### src/design/kce_pkg.sv
package kce_pkg;

   localparam int PIXEL_W      = 8;
   localparam int WIDTH_REG_W  = 11;
   localparam int HEIGHT_REG_W = 13;
   localparam int ROW_W        = 12;
   localparam int MAX_HEIGHT   = 4096;
   localparam int MIN_DIM      = 3;
   localparam int CSR_INDEX_W  = 4;
   localparam int CSR_DATA_W   = 13;
   localparam int QUEUE_DEPTH  = 4;
   localparam int QUEUE_PTR_W  = $clog2(QUEUE_DEPTH);
   localparam int QUEUE_CNT_W  = $clog2(QUEUE_DEPTH + 1);
   localparam int RING_N       = 8;
   localparam int SUM3_W       = 10;
   localparam int TOTAL_W      = 11;

   localparam logic [CSR_INDEX_W-1:0] REG_IMAGE_WIDTH  = 4'd0;
   localparam logic [CSR_INDEX_W-1:0] REG_IMAGE_HEIGHT = 4'd1;

   // eight ring neighbours, clockwise from top-left, plus end-of-frame mark
   typedef struct packed {
      logic [RING_N-1:0][PIXEL_W-1:0] ring;
      logic                           frame_last;
   } kce_item_type;

endpackage

### src/design/kce_back.sv
module kce_back
   import kce_pkg::*;
(
   input  logic               clock,
   input  logic               reset,
   input  logic               q_valid,
   input  kce_item_type       pop_item,
   output logic               pop,
   output logic               rsp_tvalid,
   input  logic               rsp_tready,
   output logic [PIXEL_W-1:0] rsp_tdata,
   output logic               rsp_tlast
);

   logic                   v1_ff, v2_ff, out_v_ff;
   logic                   en1, en2, en3;
   logic [SUM3_W-1:0]      sum3_ff [RING_N];
   logic [SUM3_W-1:0]      sum3_in [RING_N];
   logic [TOTAL_W-1:0]     total1_ff, total2_ff, total_in;
   logic                   last1_ff, last2_ff, out_last_ff;
   logic [SUM3_W-1:0]      best_ff, best_in;
   logic [SUM3_W-1:0]      m01, m23, m45, m67, m0123, m4567;
   logic [SUM3_W+2:0]      pos_part, neg_part, diff;
   logic [SUM3_W:0]        quarter;
   logic [PIXEL_W-1:0]     edge_in, out_data_ff;

   assign en3 = !out_v_ff || rsp_tready;
   assign en2 = !v2_ff || en3;
   assign en1 = !v1_ff || en2;
   assign pop = q_valid && en1;

   // triples of consecutive ring neighbours
   always_comb begin
      for (int k = 0; k < RING_N; k++) begin
         sum3_in[k] = SUM3_W'(pop_item.ring[k])
                    + SUM3_W'(pop_item.ring[(k + 1) % RING_N])
                    + SUM3_W'(pop_item.ring[(k + 2) % RING_N]);
      end
      total_in = TOTAL_W'(sum3_in[0]) + TOTAL_W'(sum3_in[3])
               + TOTAL_W'(pop_item.ring[6]) + TOTAL_W'(pop_item.ring[7]);
   end

   always_comb begin
      m01     = (sum3_ff[0] > sum3_ff[1]) ? sum3_ff[0] : sum3_ff[1];
      m23     = (sum3_ff[2] > sum3_ff[3]) ? sum3_ff[2] : sum3_ff[3];
      m45     = (sum3_ff[4] > sum3_ff[5]) ? sum3_ff[4] : sum3_ff[5];
      m67     = (sum3_ff[6] > sum3_ff[7]) ? sum3_ff[6] : sum3_ff[7];
      m0123   = (m01 > m23) ? m01 : m23;
      m4567   = (m45 > m67) ? m45 : m67;
      best_in = (m0123 > m4567) ? m0123 : m4567;
   end

   // 5*s - 3*(total - s) = 8*s - 3*total, clamped at zero, quartered, saturated
   always_comb begin
      pos_part = {best_ff, 3'b000};
      neg_part = {1'b0, total2_ff, 1'b0} + (SUM3_W + 3)'(total2_ff);
      diff     = pos_part - neg_part;
      quarter  = diff[SUM3_W+2:2];
      if (pos_part < neg_part) begin
         edge_in = '0;
      end else if (quarter > (SUM3_W + 1)'(255)) begin
         edge_in = PIXEL_W'(255);
      end else begin
         edge_in = quarter[PIXEL_W-1:0];
      end
   end

   always_ff @(posedge clock) begin
      if (reset) begin
         v1_ff    <= 1'b0;
         v2_ff    <= 1'b0;
         out_v_ff <= 1'b0;
      end else begin
         if (en1) begin
            v1_ff <= pop;
         end
         if (en2) begin
            v2_ff <= v1_ff;
         end
         if (en3) begin
            out_v_ff <= v2_ff;
         end
      end
   end

   always_ff @(posedge clock) begin
      if (en1) begin
         sum3_ff   <= sum3_in;
         total1_ff <= total_in;
         last1_ff  <= pop_item.frame_last;
      end
      if (en2) begin
         best_ff   <= best_in;
         total2_ff <= total1_ff;
         last2_ff  <= last1_ff;
      end
      if (en3) begin
         out_data_ff <= edge_in;
         out_last_ff <= last2_ff;
      end
   end

   assign rsp_tvalid = out_v_ff;
   assign rsp_tdata  = out_data_ff;
   assign rsp_tlast  = out_last_ff;

`ifndef SYNTHESIS
   a_result_follows_stage: assert property (@(posedge clock) disable iff (reset)
      (v2_ff && en3) |=> out_v_ff)
      else $error("result lost between back-end stages");
`endif

endmodule

### config.mk
export PLATFORM = sky130hd
export DESIGN_NAME = kce_back
export DESIGN_NICKNAME = d
export VERILOG_FILES = /design/src/design/kce_pkg.sv /design/src/design/kce_back.sv
export SDC_FILE = /design/constraint.sdc
export NUM_CORES = 1
export LEC_CHECK = 0
export BUFFER_PORTS_ARGS = -buffer_cell sky130_fd_sc_hd__buf_2
export CORE_MARGIN = 8
export CORE_UTILIZATION = 40
export DETAILED_ROUTE_END_ITERATION = 6
export GPL_ROUTABILITY_DRIVEN = 0
export PLACE_DENSITY = 0.63
export SYNTH_ARGS = -nofsm -noshare
export SYNTH_HDL_FRONTEND = slang
export SYNTH_SLANG_ARGS = --single-unit
### constraint.sdc
create_clock -name clock -period 7.91 [get_ports clock]
set_clock_uncertainty 0.1 [all_clocks]
set_input_delay 1.1865 -clock clock [delete_from_list [all_inputs] [get_ports clock]]
set_output_delay 1.1865 -clock clock [all_outputs]
set_load 0.01 [all_outputs]
==> results of run 1 <==
==> metal layers <==
metal | track usage (%) | up-vias | routed length [µm]
met3 | 3.45 | 46 | 1360
met5 | 0 | - | 10
met2 | 27.1 | 221 | 13300
met4 | 5.27 | 2 | 678
met1 | 21.9 | 3875 | 13600
li1 | - | 4000 | -
==> cell usage in the layout (no fill, tap or decap), types with 4 or more instances in the layout <==
cell type | synthesis | final
buf_2 | 1 | 79
nand2b_1 | 5 | 5
a211oi_1 | 7 | 7
a21oi_1 | 92 | 91
o21ai_0 | 45 | 45
edfxtp_1 | 123 | 123
nand3_1 | 9 | 8
nor2b_1 | 15 | 15
nor2_1 | 29 | 29
or3_1 | 5 | 5
a221oi_1 | 10 | 10
xor2_1 | 20 | 20
o211ai_1 | 6 | 6
clkbuf_16 | 0 | 17
xnor2_1 | 49 | 49
o21a_1 | 13 | 13
mux2_4 | 5 | 5
clkinvlp_4 | 0 | 4
fa_1 | 90 | 90
nor3_1 | 17 | 17
nand4_1 | 9 | 9
ha_1 | 159 | 159
o21bai_1 | 25 | 25
nand2_1 | 24 | 24
a21o_1 | 22 | 22
mux2_2 | 20 | 20
inv_1 | 185 | 185
mux2i_1 | 22 | 22
nor4b_1 | 4 | 4
==> kinds of logic after synthesis <==
logic type	after synthesis
mux	47
fa+ha+maj	249
buf+inv	194
compound gates	254
xor+xnor	69
flops	126
simple gates	140
==> layout make-up <==
cell class / count / share of cell area (%)
inverters: 185 / 5.24
diodes: 1 / 0.0189
flip-flops and latches: 126 / 28.3
repair buffers: 80 / 3.04
multi-input cells: 759 / 55.2
clock inverters: 15 / 1.24
well taps: 390 / 3.68
clock buffers: 17 / 3.21
==> worst register-to-register path: cells and delay by family, from the launching register on <==
| kind | cells | cell delay (ps) |
|---|---|---|
| buffers and inverters | 2 | 120 |
| multiplexers | 1 | 420 |
| AO/OA/AOI/OAI | 13 | 3350 |
| flip-flops | 1 | 370 |
| adder cells (fa/ha/maj) | 3 | 850 |
| AND/OR/NAND/NOR | 7 | 1520 |
==> sequential cells by signal (all words and copies together), names as in the netlist, 8 cells and up <==
name,count
best_ff,10
total2_ff,11
total1_ff,11
rsp_tdata,8
sum3_ff,80
==> metrics by stage <==
stage	hold WS [ps]	area (µm²)
2_1_floorplan	300	11800
3_3_place_gp	305	12700
3_5_place_dp	305	12700
4_1_cts	319	13200
5_1_grt	325	13200
6_report	319	13300
==> worst paths after layout <==
check	slack, ps	cells after the start	startpoint	endpoint
max	950	26	sum3_ff[5]	best_ff[6]
min	320	0	total1_ff[1]	total2_ff[1]
max reg2reg	950	26	sum3_ff[5]	best_ff[6]
min reg2reg	320	0	total1_ff[1]	total2_ff[1]
==> metrics.md, run 1 <==
| Metric | Value |
|---|---|
| Outcome | `complete, no violations` |
| Adder-Cell Fraction of Synth Area | `32.1%` |
| Layout area overhead | `12.2%` |
| Family with the most delay on the worst path | `compound AO/OA/AOI/OAI gates` |
| Unique masters post-synth | `68` |
| Seq/Total Area, Yosys | `31.8%` |
| Synth Area in Compound Gates | `13.8%` |
| Cell total after placement | `1,540` |
| Crit path capture type | `register` |
| Finished Core Util | `45.2%` |
| Bufs and invs on worst path | `2` |
| Worst Tran Pin Value | `1060 ps` |
| Proportion of layout cells with a drive suffix above 1 | `13.2%` |
| Clk_lat worst skew | `420 ps` |
| Number of global-route vias before repair | `8,538` |
| CTS Root Cell | `clkbuf_16` |
| Sink Count | `126` |
| TritonCTS clock tree | `yes` |
| FP Rows | `63` |
| Synth top cells by count | `inv_1, ha_1, edfxtp_1` |
| DRC | `0` |
| Final setup vio count | `0` |
| Number of synthesis warnings | `0` |
| HP Class | `reg2reg` |
| Async SR Flop Fraction | `0%` |
| Post-CTS resize count | `0` |
| GRT Overall Usage | `16.7%` |
| Max Freq | `0.144 GHz` |
| Global-route wire length before repair | `45.9 mm` |
| Setup TNS | `0 ps` |
| Core ar. | `0.0293 mm²` |
| Post-route insts no fill | `1,573` |
| Share of Yosys cell area claimed by the top area cell type | `31.3%` |
| Chip width | `188 µm` |
| Crit Path Max Fanout | `28` |
| WL/cell | `18.3 µm` |
| Simple-gate portion of the synthesized area | `6.43%` |
| Largest net degree at the start of global routing | `73` |
| Setup slack at placement | `1130 ps` |
| XOR/XNOR Fraction of Synth Area | `5.12%` |
| Mapped Cells | `1,079` |
| PortBufs | `79` |
| Layout Nets | `1,487` |
| Final hold vios | `0` |
| Worst slew margin | `29.2%` |
| # fillers | `2,778` |
| CTS clock-pin slew for the worst setup and hold paths | `70 ps` |
| Multi-input logic area | `0.00732 mm²` |
| Critical Path Source Type | `register` |
| Main combinational cell family by area after synthesis | `adder cells` |
| CP Class | `reg2reg` |
| CP arrival | `7070 ps` |
| Num CTS Buffers | `17` |
| Pre-antenna DRT Iters | `7` |
| Final worst slack | `952 ps` |
| Post-synthesis mux area share | `4.41%` |
| Area leader, netlist | `edfxtp_1` |
| Period Utilization, post-route | `88.0%` |
| Post-synth net total | `1,397` |
| Mapped cell area | `0.0118 mm²` |
| Post-Route WL | `28.8 mm` |
| Max Transition Viols Final | `0` |
| Post-layout min period | `6960 ps` |
| Iteration-0 DRC Markers | `599` |
| Syn_area_per_cell | `10.9 µm²` |
| Setup Buffers After CTS | `0` |
| Vias post-DR | `8,144` |
| I/O pin count | `80` |
| Max incr delay on CP | `850 ps` |
| Top area cells in the synthesized netlist | `edfxtp_1, ha_1, fa_1` |
| Total of max-cap violations | `0` |
| Top FF cell, synth | `edfxtp_1` |
| Final ANT Viol Nets | `0` |
| Clk buf depth | `2` |
| Yosys reg bits | `126` |
| GRT overflow | `0` |
| Die ar. | `0.0353 mm²` |
| Vias/cell | `5.18` |
| Number of antenna violations at the first check in global routing | `1` |
| Initial core utilization | `40.3%` |
| Top-count cell post-synth | `inv_1` |
| Register area | `0.00375 mm²` |
| DPL Wire Length | `24.2 mm` |
| Slowest stage cell, crit path | `a21oi_2` |
| Count of hold-fix buffers inserted at cts | `0` |
| Die Y | `188 µm` |
| Worst EP required | `8020 ps` |
| H-tree depth | `4` |
| Number of synthesized flops with an enable pin | `123` |
| RSZ-0062 raised after global routing | `no` |
Power of run 1 is not shown: default switching activity piles up to over one toggle a cycle in this logic, so the estimate is an artifact.
==> inputs of run 2 (changes only) <==
MAX_ROUTING_LAYER = met4   (was not set)
clock period = 7.2 ns   (was 7.91 ns; I/O delays follow)
==> metrics.md, run 2 (same netlist as run 1, synthesis figures left out) <==
| Metric | Value |
|---|---|
| # fillers | `2,760` |
| Die Y | `188 µm` |
| Final setup vio count | `0` |
| Global-route wire length before repair | `45.4 mm` |
| Outcome | `complete, no violations` |
| Cell depth of the worst flop-to-flop path | `26` |
| Setup TNS | `0 ps` |
| Core ar. | `0.0293 mm²` |
| Worst slew margin | `25.0%` |
| Crit path capture type | `register` |
| Layout area overhead | `12.4%` |
| WL/cell | `18.5 µm` |
| Proportion of layout cells with a drive suffix above 1 | `12.9%` |
| Hold Path Depth | `0` |
| Hold EP | `total2_ff[6]` |
| Layout Nets | `1,488` |
| DPL Wire Length | `24.7 mm` |
| RSZ-0062 raised after global routing | `no` |
| Most flops, register | `sum3_ff` |
| Crit Path Max Fanout | `28` |
| Final hold vios | `0` |
| Post-Route WL | `29.1 mm` |
| CTS Root Cell | `clkbuf_16` |
| Num CTS Buffers | `17` |
| Total of max-cap violations | `0` |
| Largest net degree at the start of global routing | `66` |
| Pre-antenna DRT Iters | `7` |
| Iteration-0 DRC Markers | `552` |
| Vias/cell | `5.27` |
| Reg-to-reg slack, setup | `550 ps` |
| Setup Buffers After CTS | `0` |
| Max Transition Viols Final | `0` |
| I/O pin count | `80` |
| Most frequent cells in the layout | `inv_1, ha_1, edfxtp_1` |
| CP Class | `reg2reg` |
| Worst EP required | `7310 ps` |
| Clk buf depth | `2` |
| Commonest non-fill, non-tap cell in the layout | `inv_1` |
| TritonCTS clock tree | `yes` |
| GRT Overall Usage | `17.1%` |
| H-tree depth | `4` |
| PortBufs | `79` |
| Worst Tran Pin Value | `1120 ps` |
| CTS clock-pin slew for the worst setup and hold paths | `60 ps` |
| Die ar. | `0.0353 mm²` |
| Biggest regs | `sum3_ff x80, total1_ff x11, total2_ff x11` |
| Max FFs per register | `80` |
| CP arrival | `6760 ps` |
| Number of global-route vias before repair | `8,534` |
| DRC | `0` |
| Clk_lat worst skew | `430 ps` |
| Post-CTS resize count | `0` |
| GRT overflow | `0` |
| Period Utilization, post-route | `92.4%` |
| FP Rows | `63` |
| Max Freq | `0.150 GHz` |
| HP Class | `reg2reg` |
| Final ANT Viol Nets | `0` |
| Critical Path Source Type | `register` |
| R2R Path Start | `sum3_ff[28]` |
| Worst r2r dst | `best_ff[1]` |
| Number of antenna violations at the first check in global routing | `2` |
| Count of hold-fix buffers inserted at cts | `0` |
| Post-layout min period | `6650 ps` |
| Vias post-DR | `8,295` |
| Chip width | `188 µm` |
| Hold path start | `total1_ff[6]` |
| Sink Count | `126` |
| Initial core utilization | `40.3%` |
[run 2: cell count changes in the layout (fill, tap and decap cells not counted), sizes merged]
cell and change:
clkbuf +3, bufinv +2, buf +1, inv -4
clkinv +2, clkinvlp -3, diode +1
[run 2: how the worst max path moves through the flow]
| stage | start | endpoint | slack [ps] | cells after the start |
|---|---|---|---|---|
| detailed placement | sum3_ff[28] | best_ff[6] | 620 | 26 |
| CTS | sum3_ff[28] | best_ff[6] | 590 | 26 |
| global route | sum3_ff[28] | best_ff[2] | 40 | 26 |
| finish | sum3_ff[28] | best_ff[1] | 550 | 26 |
| global placement | sum3_ff[38] | best_ff[0] | 810 | 25 |
| floorplan | sum3_ff[15] | best_ff[3] | 1490 | 27 |
[run 2: routing by layer]
| metal | up-vias | GRT usage, % | part of all wire [%] |
|---|---|---|---|
| met1 | 3997 | 21.3 | 45 |
| met3 | 43 | 3.77 | 5.5 |
| met4 | 0 | 5.06 | 2.2 |
| met2 | 242 | 27.6 | 47 |
| li1 | 4013 | - | - |
| met5 | - | - | 0 |
[run 2: per-stage QoR]
stage / hold WS, ps / instances / util, % / area, µm² / setup WS [ps]
5_1_grt: 325 / 1575 / 45.3 / 13300 / 42.8
2_1_floorplan: 300 / 1079 / - / 11800 / 1490
4_1_cts: 318 / 1573 / 45.3 / 13300 / 595
6_report: 320 / 1575 / 45.3 / 13300 / 548
3_3_place_gp: 303 / 1541 / 43.2 / 12700 / 806
3_5_place_dp: 306 / 1541 / 43.2 / 12700 / 624
[run 2: final cells by class]
type / count / area, µm² / area share, %
multi-input cells: 759 / 7320 / 55.1
flip-flops and latches: 126 / 3750 / 28.3
inverters: 185 / 694 / 5.23
well taps: 390 / 488 / 3.68
clock buffers: 20 / 437 / 3.29
repair buffers: 81 / 410 / 3.09
clock inverters: 12 / 169 / 1.27
diodes: 2 / 5.00 / 0.0377
[run 2: worst max-delay path, stage by stage (launching register included)]
cell and delay (ps):
edfxtp_1 390, inv_1 70, ha_1 240, a21o_1 160, a21oi_1 240, nand2_1 130, o21ai_2 450, mux2_2 470
ha_1 330, a21o_1 160, a21o_1 170, a21oi_1 340, and3_1 210, o21ai_0 90, a22oi_1 180, buf_4 200
nor3_1 90, or2_1 260, ha_1 310, nor2b_1 140, o21a_1 110, o21a_1 100, o21a_1 100, o21ai_0 80
a21oi_2 890, o211ai_1 230, o31ai_1 170
Power of run 2 is left out for the same reason.
