File: config.mk
export PLATFORM = sky130hd
export DESIGN_NAME = kce_queue
export DESIGN_NICKNAME = d
export VERILOG_FILES = /design/src/design/kce_pkg.sv /design/src/design/kce_queue.sv
export SDC_FILE = /design/constraint.sdc
export NUM_CORES = 1
export LEC_CHECK = 0
export BUFFER_PORTS_ARGS = -buffer_cell sky130_fd_sc_hd__buf_4
export CAP_MARGIN = 20
export CORE_UTILIZATION = 45
export CTS_CLUSTER_DIAMETER = 120
export DETAILED_ROUTE_END_ITERATION = 16
export PLACE_DENSITY = 0.65
export RECOVER_POWER = 25
export SYNTH_ARGS = -nofsm -noshare
export SYNTH_HDL_FRONTEND = slang
export SYNTH_SLANG_ARGS = --single-unit
File: constraint.sdc
create_clock -name clock -period 3 [get_ports clock]
set_input_delay 0.9 -clock clock [delete_from_list [all_inputs] [get_ports clock]]
set_output_delay 0.9 -clock clock [all_outputs]
set_load 0.03 [all_outputs]
File: src/design/kce_pkg.sv
package kce_pkg;

   localparam int PIXEL_W      = 8;
   localparam int WIDTH_REG_W  = 11;
   localparam int HEIGHT_REG_W = 13;
   localparam int ROW_W        = 12;
   localparam int MAX_HEIGHT   = 4096;
   localparam int MIN_DIM      = 3;
   localparam int CSR_INDEX_W  = 4;
   localparam int CSR_DATA_W   = 13;
   localparam int QUEUE_DEPTH  = 4;
   localparam int QUEUE_PTR_W  = $clog2(QUEUE_DEPTH);
   localparam int QUEUE_CNT_W  = $clog2(QUEUE_DEPTH + 1);
   localparam int RING_N       = 8;
   localparam int SUM3_W       = 10;
   localparam int TOTAL_W      = 11;

   localparam logic [CSR_INDEX_W-1:0] REG_IMAGE_WIDTH  = 4'd0;
   localparam logic [CSR_INDEX_W-1:0] REG_IMAGE_HEIGHT = 4'd1;

   // eight ring neighbours, clockwise from top-left, plus end-of-frame mark
   typedef struct packed {
      logic [RING_N-1:0][PIXEL_W-1:0] ring;
      logic                           frame_last;
   } kce_item_type;

endpackage

File: src/design/kce_queue.sv
module kce_queue
   import kce_pkg::*;
(
   input  logic                   clock,
   input  logic                   reset,
   input  logic                   push,
   input  kce_item_type           push_item,
   input  logic                   pop,
   output logic                   q_valid,
   output kce_item_type           pop_item,
   output logic [QUEUE_CNT_W-1:0] q_count
);

   kce_item_type           mem_ff [QUEUE_DEPTH];
   logic [QUEUE_PTR_W-1:0] wr_ptr_ff, rd_ptr_ff;
   logic [QUEUE_CNT_W-1:0] count_ff;

   assign q_valid  = (count_ff != '0);
   assign pop_item = mem_ff[rd_ptr_ff];
   assign q_count  = count_ff;

   always_ff @(posedge clock) begin
      if (reset) begin
         wr_ptr_ff <= '0;
         rd_ptr_ff <= '0;
         count_ff  <= '0;
      end else begin
         if (push) begin
            wr_ptr_ff <= wr_ptr_ff + 1'b1;
         end
         if (pop) begin
            rd_ptr_ff <= rd_ptr_ff + 1'b1;
         end
         count_ff <= count_ff + QUEUE_CNT_W'(push) - QUEUE_CNT_W'(pop);
      end
   end

   always_ff @(posedge clock) begin
      if (push) begin
         mem_ff[wr_ptr_ff] <= push_item;
      end
   end

`ifndef SYNTHESIS
   a_no_overflow: assert property (@(posedge clock) disable iff (reset)
      push |-> (count_ff < QUEUE_CNT_W'(QUEUE_DEPTH)) || pop)
      else $error("queue overflow");
   a_no_underflow: assert property (@(posedge clock) disable iff (reset)
      pop |-> q_valid)
      else $error("queue underflow");
`endif

endmodule

==> results.cfg, run 1 <==
[run_status]
status = finished, final reports clean

[placed_design]
dpl-instance-area_um2 = 11300
port_buffers = 137
gp_congestion = 0.702
place_hpwl_mm = 10.5
post-place-ws_ns = 0.548

[clocking]
clock_path_buffers = 3
clk_pin_slew_worst_paths_ns = 0.06
cts_hold_buf = 0
cts_buffers = 26
htreeDepth = 1
cts-root-buf = clkbuf_16
clock_latency_ns = 0.52
cts_tree = yes
clock_sinks = 269

[sta]
setup_viol = 0
finalWorstSetupSlack_ns = 0.116
fmax_ghz = 0.347
drv_slew = 0
hold_violations = 0
min_period_ns = 2.88
skew_ns = 0.0104
worst-slew-pin-transition_ns = 0.444
hold_ws_ns = 0.537
max-slew-margin-rel_pct = 70.4
rsz0062_at_grt = false
fin_crit_sh_pct = 96.1

[detailed_routing]
routed_wirelength_mm = 17.3
dr_total_vias = 4404
drt_iter0_markers = 195
wire_per_inst_um = 20.4
vias_per_cell = 5.21
drtAntennaViolNets = 0
drcViolationCount = 0
dr.pass1.iters = 4

[logic_synthesis]
synth_cells = 380
synth_seq_cells = 269
syn_area_um2 = 9860
avgSynthCellArea_um2 = 25.9
seq_area_frac_synth_pct = 81.0
synth_cell_types = 21
synth_nets = 456
yosys_warnings = 0
synth_top_cell_by_area = edfxtp_1
synth_top_area_share_pct = 79.2
synthTopCellsByArea = edfxtp_1 79%, mux4_2 15%, dfxtp_1 1.8%

[critical_path]
path_class = flop to primary output
crit_family = multiplexers
rrSetupSlack_ns = 1.33
worstPathArrival_ns = 1.98
r2r-start = wr_ptr_ff[0]$_SDFFE_PP0P_
r2r_end = mem_ff[0][2]$_DFFE_PP_
slowest_stage = mux4_2
crit_required_ns = 2.10
crit_chain = buf_16 > mux4_2 > buf_4
cp-start-kind = flop
cp_max_fo = 25
crit_buf_inv = 2
r2r.worst_path.cells = 4
endpoint_kind = primary output
critPathMaxStageDelay_ns = 0.56

[grt]
grt_pass1_wl_mm = 26.3
antenna_found_initial = 0
grt-busiest-layer = met2
grt_max_degree = 43
grt_use_met1_pct = 20.5
grt_pass1_vias = 4778
met2_usage_pct = 26.3
overflow = 0
met3_usage_pct = 4.27
grt_usage_pct = 15.7

[power]
powerDensity_nw_per_um2 = 720
ir_drop_mv = 0.469
p_leak_nw = 4.02
finalPower_mw = 8.68

[final_layout]
antenna_cells = 0
drive_gt1_share_pct = 40.2
syn_to_final_growth_pct = 22.2
fin_util_pct = 56.8
nets = 627
postLayoutCellArea_um2 = 12100

[die]
die_height_um = 150
die-area_um2 = 22500
row_count = 53
ios = 138
start_util_pct = 46.5
core_area_um2 = 21200
die_w_um = 150

[min_path]
holdPathEnd = rd_ptr_ff[1]$_SDFFE_PP0P_
hold_depth = 2
min_from = rd_ptr_ff[0]$_SDFFE_PP0P_
hold_path_class = flop to flop

[flow_run]
max_cap_viol_count = 0
==> cells in the final DEF (no fill, tap or decap), drive strengths merged <==
cell,count
edfxtp,260
buf,117
clkbuf,73
mux4,65
clkinv,11
dfxtp,9
inv,6
ha,6
nor2,5
and2,4
nor2b,2
xnor2,2
bufinv,2
or3,1
a21bo,1
nand3b,1
a21oi,1
mux2i,1
xor3,1
fa,1
clkinvlp,1
==> worst max path at each step <==
stage,from,end,depth (start not counted)
final,flop,pop_item[18],3
after floorplan,push,mem_ff[0][0]$_DFFE_PP_,1
after global placement,flop,pop_item[18],3
after CTS,flop,pop_item[18],3
after global routing,flop,pop_item[18],3
after detailed placement,flop,pop_item[1],3
==> cells in the mapped netlist <==
library cell  count
nor2b_1           2
a21oi_1           1
xnor2_1           2
inv_1             6
buf_12            5
dfxtp_1           9
ha_1              6
or3_1             1
nand3b_1          1
buf_6             1
buf_2             6
mux2i_1           1
buf_4             1
and2_1            4
mux4_2           65
clkbuf_1          1
xor3_1            1
edfxtp_1        260
a21bo_2           1
nor2_1            5
fa_1              1
==> worst register-to-register path: stages, from the launching register on <==
cell     delay, ns
dfxtp_1       0.35
inv_1         0.10
ha_1          0.15
and2_4        0.36
buf_4         0.37
==> what timing repair did <==
item / 4_1_cts / 5_1_grt
gates resized for setup: 4 / 0
endpoints found under the setup margin: 5 / 48
buffers inserted: 0 / 6
==> sequential cells by signal, summed over array words and instances (netlist names), named ones only <==
name / cells
q_count: 3
mem_ff: 260
wr_ptr_ff: 2
rd_ptr_ff: 2
==> routing by layer <==
layer,vias to the layer above,part of all wire [%]
met1,2276,41
met4,0,1.4
met3,24,7.3
met5,-,0
li1,1960,-
met2,144,50
==> final cells by class <==
class / count / area [um^2]
timing repair buffer: 157 / 1130
clock buffer: 33 / 717
sequential: 269 / 8000
inverter: 6 / 22.5
fill: 1590 / 9170
tap: 275 / 344
clock inverter: 14 / 133
multi-input combinational: 91 / 1710
==> metrics by stage <==
stage / TNS (ns) / cells
2_1_floorplan: 0 / 380
3_3_place_gp: 0 / 792
3_5_place_dp: 0 / 792
4_1_cts: -0.00461 / 839
5_1_grt: 0 / 845
6_report: 0 / 845
==> cell families (layout without fill, tap and decap cells) <==
kind of cell | after synthesis | after routing | synth area share (%)
flops | 269 | 269 | 81.0
mux | 66 | 66 | 15.0
buf+inv | 20 | 210 | 1.78
simple gates | 13 | 13 | 0.711
fa+ha+maj | 7 | 7 | 0.965
xor+xnor | 3 | 3 | 0.419
compound gates | 2 | 2 | 0.152
==> power breakdown <==
group | leakage (nW) | internal (mW) | switching, mW
clock network | 0.418 | 1.86 | 1.29
registers | 2.46 | 4.32 | 0.0617
logic | 1.14 | 0.500 | 0.652
Power figures use the tool's default switching activity.
==> run 2: changes to the inputs <==
--- a/config.mk
+++ b/config.mk
@@ -8,6 +8,7 @@
 export BUFFER_PORTS_ARGS = -buffer_cell sky130_fd_sc_hd__buf_4
 export CAP_MARGIN = 20
 export CORE_UTILIZATION = 45
+export CTS_BUF_LIST = sky130_fd_sc_hd__clkbuf_4 sky130_fd_sc_hd__clkbuf_8 sky130_fd_sc_hd__clkbuf_16
 export CTS_CLUSTER_DIAMETER = 120
 export DETAILED_ROUTE_END_ITERATION = 16
 export PLACE_DENSITY = 0.65
==> results.cfg, run 2 (synthesized netlist as in run 1, its figures left out) <==
[run_status]
status = finished, final reports clean

[power]
powerDensity_nw_per_um2 = 721
p_int_mw = 6.70
p_leak_nw = 4.03
power_frac_seq_pct = 50.3
clkPwrFrac_pct = 36.5
p_sw_mw = 2.00
ir_drop_mv = 0.474
combPwrFrac_pct = 13.2
swShare_pct = 23.0

[grt]
grt_max_degree = 43
antenna_found_initial = 0
grt_pass1_wl_mm = 26.3
overflow = 0
grt_pass1_vias = 4777
grt_usage_pct = 15.7

[sta]
worst-slew-pin-transition_ns = 0.445
max-slew-margin-rel_pct = 70.4
hold_violations = 0
drv_slew = 0
min_period_ns = 2.89
rsz0062_at_grt = false
hold_ws_ns = 0.538
fmax_ghz = 0.347
fin_crit_sh_pct = 96.2
finalWorstSetupSlack_ns = 0.115
skew_ns = 0.00953
setup_viol = 0

[clocking]
cts_tree = yes
clock_latency_ns = 0.52
clock_sinks = 269
cts-root-buf = clkbuf_16
htreeDepth = 1
clk_pin_slew_worst_paths_ns = 0.06
clock_path_buffers = 3
cts_buffers = 26

[die]
die_height_um = 150
die-area_um2 = 22500
ios = 138
die_w_um = 150
row_count = 53
core_area_um2 = 21200
start_util_pct = 46.5

[critical_path]
path_class = flop to primary output
endpoint_kind = primary output
cp-start-kind = flop
worstPathArrival_ns = 1.99
cp_max_fo = 25
crit_required_ns = 2.10

[final_layout]
nets = 627
largest_reg_flops = 260
final_cells = 845
drive_gt1_share_pct = 40.7
antenna_cells = 0
postLayoutCellArea_um2 = 12100
mostFrequentLayoutCells = 260 x edfxtp_1, 107 x buf_4, 65 x mux4_2
mostFrequentLayoutCell = edfxtp_1
top_register = mem_ff
syn_to_final_growth_pct = 22.4
fill_cells = 1592

[placed_design]
dpl.cell_count = 792
place_hpwl_mm = 10.5
dpl-instance-area_um2 = 11300
post-place-ws_ns = 0.548
port_buffers = 137
gp_congestion = 0.702

[flow_run]
max_cap_viol_count = 0

[detailed_routing]
drt_iter0_markers = 198
drtAntennaViolNets = 0
dr.pass1.iters = 4
dr_total_vias = 4386
wire_per_inst_um = 20.5
vias_per_cell = 5.19
drcViolationCount = 0
routed_wirelength_mm = 17.3

[min_path]
hold_path_class = flop to flop
-- run 2: area by class of cell --
type	instances	area (um^2)	area share (%)
timing repair buffer	157	1130	9.41
inverter	6	22.5	0.187
tap	275	344	2.85
sequential	269	8000	66.3
multi-input combinational	91	1710	14.1
clock inverter	14	133	1.10
clock buffer	33	728	6.04
-- run 2: what timing repair did --
action / CTS / global route
gates resized for setup: 4 / 0
hold buffers: 0 / 0
setup buffers: 0 / 6
setup endpoints to repair: 5 / 48
hold endpoints to repair: 0 / 0
-- run 2: stage by stage --
stage / power (mW) / setup TNS [ns] / util, %
3_3_place_gp: 5.60 / 0 / 53.2
4_1_cts: 8.82 / -0.00461 / 57.3
6_report: 8.70 / 0 / 56.8
2_1_floorplan: 5.18 / 0 / -
3_5_place_dp: 5.63 / 0 / 53.2
5_1_grt: 9.01 / 0 / 56.8
-- run 2: critical path, stage by stage, from the launching register on --
cell and delay (ns):
dfxtp_4 0.46, buf_16 0.25, mux4_2 0.57, buf_4 0.19
-- run 2: final timing paths --
check                                                from                        end  slack, ns  cells after the start
worst min-delay path            rd_ptr_ff[0]$_SDFFE_PP0P_  rd_ptr_ff[1]$_SDFFE_PP0P_       0.54                      2
worst max register to register  wr_ptr_ff[0]$_SDFFE_PP0P_     mem_ff[0][2]$_DFFE_PP_       1.32                      4
worst min register to register  rd_ptr_ff[0]$_SDFFE_PP0P_  rd_ptr_ff[1]$_SDFFE_PP0P_       0.54                      2
worst max-delay path                                 flop               pop_item[18]       0.11                      3
-- run 2: per-layer routing --
metal / track usage [%] / share of wire (%) / up-vias
met2: 26.3 / 50 / 135
li1: - / - / 1953
met3: 4.27 / 7.3 / 22
met5: 0 / 0 / -
met1: 20.6 / 42 / 2276
met4: 3.79 / 1.4 / 0
-- run 2: power groups by stage --
| stage | Combinational, mW | Clock [mW] | Sequential (mW) |
|---|---|---|---|
| 6_report | 1.15 | 3.17 | 4.38 |
| 4_1_cts | 1.18 | 3.25 | 4.38 |
| 3_5_place_dp | 1.17 | 0 | 4.46 |
| 2_1_floorplan | 0.723 | 0 | 4.46 |
| 5_1_grt | 1.23 | 3.39 | 4.39 |
| 3_3_place_gp | 1.15 | 0 | 4.45 |
==> run 3: changes to the inputs <==
==> constraint.sdc (replaced) <==
create_clock -name clock -period 2.8 [get_ports clock]
set_input_delay 0.84 -clock clock [delete_from_list [all_inputs] [get_ports clock]]
set_output_delay 0.84 -clock clock [all_outputs]
set_load 0.03 [all_outputs]
==> results.cfg, run 3 (synthesized netlist as in run 1, its figures left out) <==
[run_status]
status = finished, final reports clean

[placed_design]
place_hpwl_mm = 10.7
gp_congestion = 0.678
port_buffers = 137
post-place-ws_ns = 0.402

[min_path]
min_from = push_item[35]
hold_path_class = input pin to flop

[final_layout]
mostFrequentLayoutCells = 260 x edfxtp_1, 65 x mux4_2, 65 x buf_4
syn_to_final_growth_pct = 25.9
drive_gt1_share_pct = 41.2
seq_area_um2 = 8000
antenna_cells = 0
fill_cells = 1568
top_register = mem_ff
mostFrequentLayoutCell = edfxtp_1
multiInputGateArea_um2 = 1710
largest_reg_flops = 260
nets = 633

[detailed_routing]
wire_per_inst_um = 21.5
dr.pass1.iters = 4
routed_wirelength_mm = 18.4
met3_wirelength_mm = 1.22
met1_length_mm = 7.94
vias_per_cell = 5.31
drt_iter0_markers = 295
drcViolationCount = 0
drtAntennaViolNets = 0
dr_total_vias = 4528
top_layer_used = met4
wl_met2_mm = 8.92

[grt]
grt_max_degree = 50
overflow = 0
grt_usage_pct = 16.2
antenna_found_initial = 0
grt_pass1_wl_mm = 27.0
grt_pass1_vias = 4818

[critical_path]
crit_required_ns = 1.96
worstPathArrival_ns = 1.95
crit_buf_inv = 3
critPathMaxStageDelay_ns = 0.52
slowest_stage = mux4_2
endpoint_kind = primary output
path_class = flop to primary output
cp_max_fo = 6
r2r-start = wr_ptr_ff[0]$_SDFFE_PP0P_
crit_chain = buf_12 > clkbuf_16 > mux4_2 > buf_6
cp-start-kind = flop
crit_family = multiplexers

[die]
die_w_um = 150
row_count = 53
start_util_pct = 46.5
die-area_um2 = 22500
die_height_um = 150
ios = 138
core_area_um2 = 21200

[sta]
worst-slew-pin-transition_ns = 0.480
rsz0062_at_grt = true
fmax_ghz = 0.359
skew_ns = 0.00760
hold_violations = 0
max-slew-margin-rel_pct = 68.0
setup_viol = 0
min_period_ns = 2.79
fin_crit_sh_pct = 99.5
finalWorstSetupSlack_ns = 0.0138
drv_slew = 0

[clocking]
clock_path_buffers = 3
clk_pin_slew_worst_paths_ns = 0.06
cts_tree = yes
cts_buffers = 27
clock_sinks = 269
cts-root-buf = clkbuf_16
clock_latency_ns = 0.52
htreeDepth = 1

[power]
finalPower_mw = 9.58
powerDensity_nw_per_um2 = 772
p_leak_nw = 4.17
ir_drop_mv = 0.419

[flow_run]
max_cap_viol_count = 0
-- run 3: layer usage --
layer  vias to the layer above  GRT usage, %
li1                       1979             -
met1                      2383          21.4
met2                       140          27.5
met3                        26          3.54
met4                         0          3.59
met5                         -             0
-- run 3: what timing repair did --
action	4_1_cts	5_1_grt
hold buffers	0	0
setup endpoints to repair	58	42
buffers inserted	1	3
gates resized for setup	11	35
cloned	1	6
-- run 3: final timing paths --
kind | to | slack, ns | depth (start not counted)
worst max-delay path | pop_item[47] | 0.01 | 4
worst max register to register | mem_ff[0][33]$_DFFE_PP_ | 1.17 | 4
worst min-delay path | mem_ff[1][35]$_DFFE_PP_ | 0.52 | 1
worst min register to register | flop | 0.54 | 2
-- run 3: power breakdown --
part	leakage [nW]	internal, mW	total, mW	switching (mW)
clock	0.450	2.11	3.52	1.41
combinational	1.26	0.636	1.38	0.742
sequential	2.46	4.62	4.68	0.0563
-- run 3: metrics by stage --
stage | utilization (%) | hold slack (ns) | std cells | instance area, um^2 | TNS [ns]
2_1_floorplan | - | 0.492 | 380 | 9860 | 0
3_3_place_gp | 53.2 | 0.503 | 792 | 11300 | 0
3_5_place_dp | 53.2 | 0.524 | 792 | 11300 | 0
4_1_cts | 57.7 | 0.499 | 844 | 12300 | -0.214
5_1_grt | 58.5 | 0.511 | 853 | 12400 | -0.803
6_report | 58.5 | 0.524 | 853 | 12400 | 0
-- run 3: area by class of cell --
class | instances | area share [%]
tap | 275 | 2.77
multi-input combinational | 91 | 13.7
inverter | 6 | 0.181
sequential | 269 | 64.4
clock inverter | 12 | 0.877
clock buffer | 38 | 6.26
timing repair buffer | 162 | 11.8
